<file path="config.mk">
export PLATFORM = sky130hd
export DESIGN_NAME = bcra_ctrl
export DESIGN_NICKNAME = d
export VERILOG_FILES = /design/src/rtl/bcra_pkg.sv /design/src/rtl/bcra_ctrl.sv
export SDC_FILE = /design/constraint.sdc
export NUM_CORES = 1
export LEC_CHECK = 0
export ABC_AREA = 1
export BUFFER_PORTS_ARGS = -buffer_cell sky130_fd_sc_hd__buf_2
export CORE_AREA = 2 2 39 41
export DETAILED_ROUTE_END_ITERATION = 6
export DIE_AREA = 0 0 41 43
export HOLD_SLACK_MARGIN = 0.03
export PLACE_DENSITY = 0.52
export SLEW_MARGIN = 20
export SYNTH_ARGS = -nofsm -noshare
export SYNTH_HDL_FRONTEND = slang
export SYNTH_SLANG_ARGS = --single-unit
</file>
<file path="constraint.sdc">
create_clock -name aclk -period 1.07 [get_ports aclk]
set_input_delay 0.0535 -clock aclk [delete_from_list [all_inputs] [get_ports aclk]]
set_output_delay 0.0535 -clock aclk [all_outputs]
set_load 0.02 [all_outputs]
</file>
<file path="src/rtl/bcra_pkg.sv">
// shared constants, codes and control types for the contiguous run allocator
package bcra_pkg;

    localparam int MAP_BITS      = 65536;
    localparam int WORD_BITS     = 64;
    localparam int WORD_LSB      = $clog2(WORD_BITS);
    localparam int MAP_WORDS     = MAP_BITS / WORD_BITS;
    localparam int WADDR_W       = $clog2(MAP_WORDS);
    localparam int CL_W          = 16;
    localparam int RUN_W         = CL_W + 1;
    localparam int FIRST_CLUSTER = 2;

    typedef enum logic [1:0] {
        CMD_MARK_USED = 2'd0,
        CMD_MARK_FREE = 2'd1,
        CMD_FIND      = 2'd2
    } command_t;

    typedef enum logic [1:0] {
        STAT_MARKED = 2'd0,
        STAT_FOUND  = 2'd1,
        STAT_NONE   = 2'd2,
        STAT_RANGE  = 2'd3
    } status_t;

    typedef enum logic [2:0] {
        S_CLEAR,
        S_IDLE,
        S_DECODE,
        S_MARK_RD,
        S_MARK_WR,
        S_SEARCH,
        S_FINISH
    } state_t;

    typedef struct packed {
        logic    clear;
        logic    load;
        logic    mark_rd;
        logic    mark_wr;
        logic    srch_start;
        logic    search;
        logic    set_res;
        status_t res_code;
        logic    out_load;
    } dp_cmd_t;

    typedef struct packed {
        logic       clear_last;
        logic [1:0] command;
        logic       in_range;
        logic       len_zero;
        logic       srch_done;
        logic       out_free;
    } dp_stat_t;

endpackage

</file>
<file path="src/rtl/bcra_ctrl.sv">
// controller state machine for the contiguous run allocator
module bcra_ctrl import bcra_pkg::*; (
    input  logic     aclk,
    input  logic     aresetn,
    input  logic     s_valid,
    output logic     s_ready,
    input  dp_stat_t stat,
    output dp_cmd_t  cmd
);

    state_t state_reg;
    state_t state_next;

    always_ff @(posedge aclk) begin
        if (!aresetn) begin
            state_reg <= S_CLEAR;
        end else begin
            state_reg <= state_next;
        end
    end

    always_comb begin
        state_next = state_reg;
        cmd        = '0;
        cmd.res_code = STAT_RANGE;
        s_ready    = 1'b0;
        case (state_reg)
            S_CLEAR: begin
                cmd.clear = 1'b1;
                if (stat.clear_last) begin
                    state_next = S_IDLE;
                end
            end
            S_IDLE: begin
                s_ready  = 1'b1;
                cmd.load = s_valid;
                if (s_valid) begin
                    state_next = S_DECODE;
                end
            end
            S_DECODE: begin
                case (stat.command)
                    CMD_MARK_USED, CMD_MARK_FREE: begin
                        if (stat.in_range) begin
                            state_next = S_MARK_RD;
                        end else begin
                            cmd.set_res  = 1'b1;
                            cmd.res_code = STAT_RANGE;
                            state_next   = S_FINISH;
                        end
                    end
                    CMD_FIND: begin
                        if (stat.len_zero) begin
                            cmd.set_res  = 1'b1;
                            cmd.res_code = STAT_NONE;
                            state_next   = S_FINISH;
                        end else begin
                            cmd.srch_start = 1'b1;
                            state_next     = S_SEARCH;
                        end
                    end
                    default: begin
                        cmd.set_res  = 1'b1;
                        cmd.res_code = STAT_RANGE;
                        state_next   = S_FINISH;
                    end
                endcase
            end
            S_MARK_RD: begin
                cmd.mark_rd = 1'b1;
                state_next  = S_MARK_WR;
            end
            S_MARK_WR: begin
                cmd.mark_wr  = 1'b1;
                cmd.set_res  = 1'b1;
                cmd.res_code = STAT_MARKED;
                state_next   = S_FINISH;
            end
            S_SEARCH: begin
                cmd.search = 1'b1;
                if (stat.srch_done) begin
                    state_next = S_FINISH;
                end
            end
            S_FINISH: begin
                if (stat.out_free) begin
                    cmd.out_load = 1'b1;
                    state_next   = S_IDLE;
                end
            end
            default: begin
                state_next = S_IDLE;
            end
        endcase
    end

endmodule

</file>
## Word-level counts from Yosys, hierarchy flattened

Cells that the tools add are included.

| storage, ports and cells | value |
|---|---|
| RAM bits | 0 |
| bits in registers | 3 |
| memories kept | 0 |
| input port bits | 10 |
| bits in latches | 0 |
| ROM bits | 0 |

| cells by class | value |
|---|---|
| $lt $le $gt $ge | 0 |
| divide/modulo/power cells | 0 |
| shift-type cells | 0 |
| reductions and logical operators | 4 |
| multiply operators | 0 |
| bitwise operators | 0 |
| equal/unequal tests | 12 |
| mux-type cells | 23 |
| add/subtract/negate cells | 0 |

Operators with widths:

| kind | count |
|---|---|
| $mux W3 | 7 |
| $pmux W3 S7 | 1 |
| $pmux W3 S2 | 3 |
| $mux W1 | 11 |
| $eq A3 B3 Y1 const B | 3 |
| $ne A2 B2 Y1 const B | 4 |
| $eq A3 B2 Y1 const B | 2 |
| $reduce_and A4 Y1 | 1 |
| $eq A3 B1 Y1 const B | 1 |
| $logic_not A3 Y1 | 1 |
| $eq A2 B1 Y1 const B | 1 |
| $eq A2 B2 Y1 const B | 1 |
| $logic_not A2 Y1 | 1 |
| $mux W2 | 1 |
| $reduce_or A2 Y1 | 1 |

## Logic depth before layout (Yosys ltp)

| logic depth | value |
|---|---|
| depth in word-level cells | 4 |
| depth in mapped cells | 8 |
| depth with buffers taken out | 7 |

## Worst setup path before layout

No wires, ideal clock.

| timing path | value |
|---|---|
| path kind | reg2reg |
| start | register state_reg[2] |
| end | register state_reg[0] |
| arrival time | 1.297 ns |
| setup time | 0.070 ns |
| setup slack | -0.297 ns |
| stages on the path, launching flop included | 7 |
| path through | dfxtp_1 -> buf_4 -> nor3_1 -> nor2_1 -> nand2_1 -> nand2_1 -> a21oi_1 |

| on the way | value |
|---|---|
| cells in the longest elaborated chain, start to end | 3 |
| elaborated cells between the ends (all ways) | 13 |
| those cells by class | eq/ne: 10; mux: 1; reduce/logical: 2 |

Ends and longest elaborated chain:

| element | line | source |
|---|---|---|
| start, declared | bcra_ctrl.sv:11 | `state_t state_reg;` |
| start signal, assigned | bcra_ctrl.sv:18 | `state_reg <= state_next;` |
| $eq A3 B3 Y1 (tied with other cells) | bcra_ctrl.sv:27 | `case (state_reg)` |
| $ne A2 B2 Y1 (no line) | - |  |
| $reduce_and A4 Y1 (no line) | - |  |

Several ways; a longest one is shown, not always the timed one.
A chain may end at the register's enable or synchronous reset.

==> flow_summary.toml <==
[status]
status = "complete, but fails checks"
violations = "negative setup slack"

[clock_network]
clock_path_buffers = 2
tritoncts = "yes"
cts.root.buffer_cell = "clkbuf_4"
cts_sinks = 3
path_clk_slew_ns = 0.04
clk_latency_ns = 0.23
htree_levels = 1
cts_buffers = 3

[setup_path]
crit_type = "reg -> out"
start_kind = "flop"
end_kind = "output port"
r2r_slack_ns = -0.13
r2r_start = "state_reg[0]"
cp.arrival_ns = 1.22
rr_worst_depth = 7
startpoint = "state_reg[1]"
critPathMaxFanout = 5
cp.required_ns = 1.02

[final_layout]
largest_reg_flops = 3
layout_common_cells = "buf_6 (17), buf_4 (12), nand2_1 (11)"
diodes = 0
n_fill_cell = 130
finalInstanceArea_sq_um = 840
final_util = 0.607
final_common_cell = "buf_6"
multiInputGateArea_sq_um = 339
seqCellArea_sq_um = 71.3
syn_to_final_growth_pct = 149
drive_gt1_frac = 0.686
nets = 116

[power_and_ir_drop]
p_leak_nw = 0.443
clkPwrFrac = 0.096
swShare = 0.463
p_int_mw = 1.10
irDropWorstVdd_mv = 1.06
pwr-share-comb = 0.761
power_density_nw_per_um2 = 2440
p_sw_uw = 949
p_seq_frac = 0.144

[synthesis]
synthesis.nets = 74
avgSynthCellArea_sq_um = 5.28
yosysUniqueCellTypes = 14
netlist_area_sq_um = 338
yosys_warnings = 0
synth_seq_cells = 3
ys_seq_area_frac = 0.178
synth_cells = 64

[routing]
dr_total_vias = 532
drt_first_pass_iters = 2
vias_per_cell = 4.40
drtAntennaViolNets = 0
drc = 0
first_iter_violations = 4
routedWlPerCell_microns = 11.1
routed_wl_mm = 1.34

[hold_path]
min_path_type = "in -> reg"
min_from = "aresetn"
holdPathStages = 3

[sta]
period_share = 1.19
maxSlewHeadroom = 0.735
fin_tns_setup_ns = -1.81
rsz0062_at_grt = "true"
finClkSkew_ns = 0.00140
finalSetupViolations = 14
layout_min_cycle_time_ns = 1.27
hold_viol_final = 0
max_freq_ghz = 0.785
worst_slack_ns = -0.205
slew_violations = 0
worstMarginPinSlew_ns = 0.395

[global_routing]
grt_pass1_vias = 492
grt_max_degree = 9
track_usage = 0.150
antenna_found_initial = 0
grt_pass1_wl_mm = 1.80
gr-total-overflow = 0

[die]
die_x_microns = 41
dieArea_sq_um = 1760
die_height_microns = 43
start_util = 0.244
rows = 14
io_pins = 21
core-area_sq_um = 1380

[place]
hpwl_microns = 824
port-buffer-count = 20
gp_congestion = 0.709
placed_area_sq_um = 588
dp_slack_ns = -0.152

[run]
drv_cap = 0
worst paths after layout:
| check | to |
|---|---|
| worst max-delay path | cmd[3] |
| worst min-delay path | state_reg[1] |
| worst max register to register | state_reg[2] |
| worst min register to register | state_reg[2] |
cells by family after synthesis:
kind of cell           synth area share
AO/OA/AOI/OAI                     0.104
buffers and inverters             0.200
flip-flops                        0.178
AND/OR/NAND/NOR                   0.519
power by group through the flow:
stage / combinational (mW) / sequential [mW] / clock, mW
2_1_floorplan: 0.733 / 0.215 / 0
6_report: 1.56 / 0.295 / 0.196
5_1_grt: 1.68 / 0.304 / 0.213
4_1_cts: 1.32 / 0.265 / 0.209
3_3_place_gp: 0.972 / 0.271 / 0
3_5_place_dp: 0.973 / 0.274 / 0
cell type report:
class	instances	share of cell area
Multi-Input combinational cell	46	0.404
Timing Repair Buffer	39	0.395
Sequential cell	3	0.0849
Inverter	13	0.0611
Clock buffer	4	0.0313
Tap cell	16	0.0238
Yosys cell counts:
cell | count | area (sq um)
a21oi_1 | 4 | 20.0
buf_4 | 1 | 7.51
buf_6 | 1 | 11.3
dfxtp_1 | 3 | 60.1
inv_1 | 12 | 45.0
inv_2 | 1 | 3.75
nand2_1 | 19 | 71.3
nand3_1 | 4 | 20.0
nand3b_1 | 1 | 7.51
nor2_1 | 9 | 33.8
nor2_2 | 1 | 6.26
nor3_1 | 4 | 20.0
nor3_4 | 1 | 16.3
o21ai_0 | 3 | 15.0
timing repair:
action                                  CTS  global route
endpoints found under the setup margin   14            14
gates resized for setup                  25            28
buffers inserted                          6             3
pin swaps                                12             5
hold buffers                              0             0
gates cloned                              0             0
stage by stage:
stage | hold slack (ns) | cells | total power, mW
after CTS | 0.0817 | 119 | 1.80
after detailed placement | 0.325 | 109 | 1.25
after global placement | 0.318 | 109 | 1.24
after global routing | 0.117 | 121 | 2.20
final | 0.0881 | 121 | 2.05
after floorplan | 0.195 | 64 | 0.948
critical path, stage by stage, from the launching register on:
cell,delay [ns]
dfxtp_4,0.36
buf_6,0.12
nor2_4,0.14
nand2_4,0.08
buf_6,0.12
o21ai_4,0.04
buf_6,0.13
layer usage:
layer | global-route usage | wire [microns]
met2 | 0.263 | 793
met4 | 0.0800 | 0
met5 | 0 | 0
met3 | 0.0157 | 31
met1 | 0.162 | 513
Power figures use the tool's default switching activity.
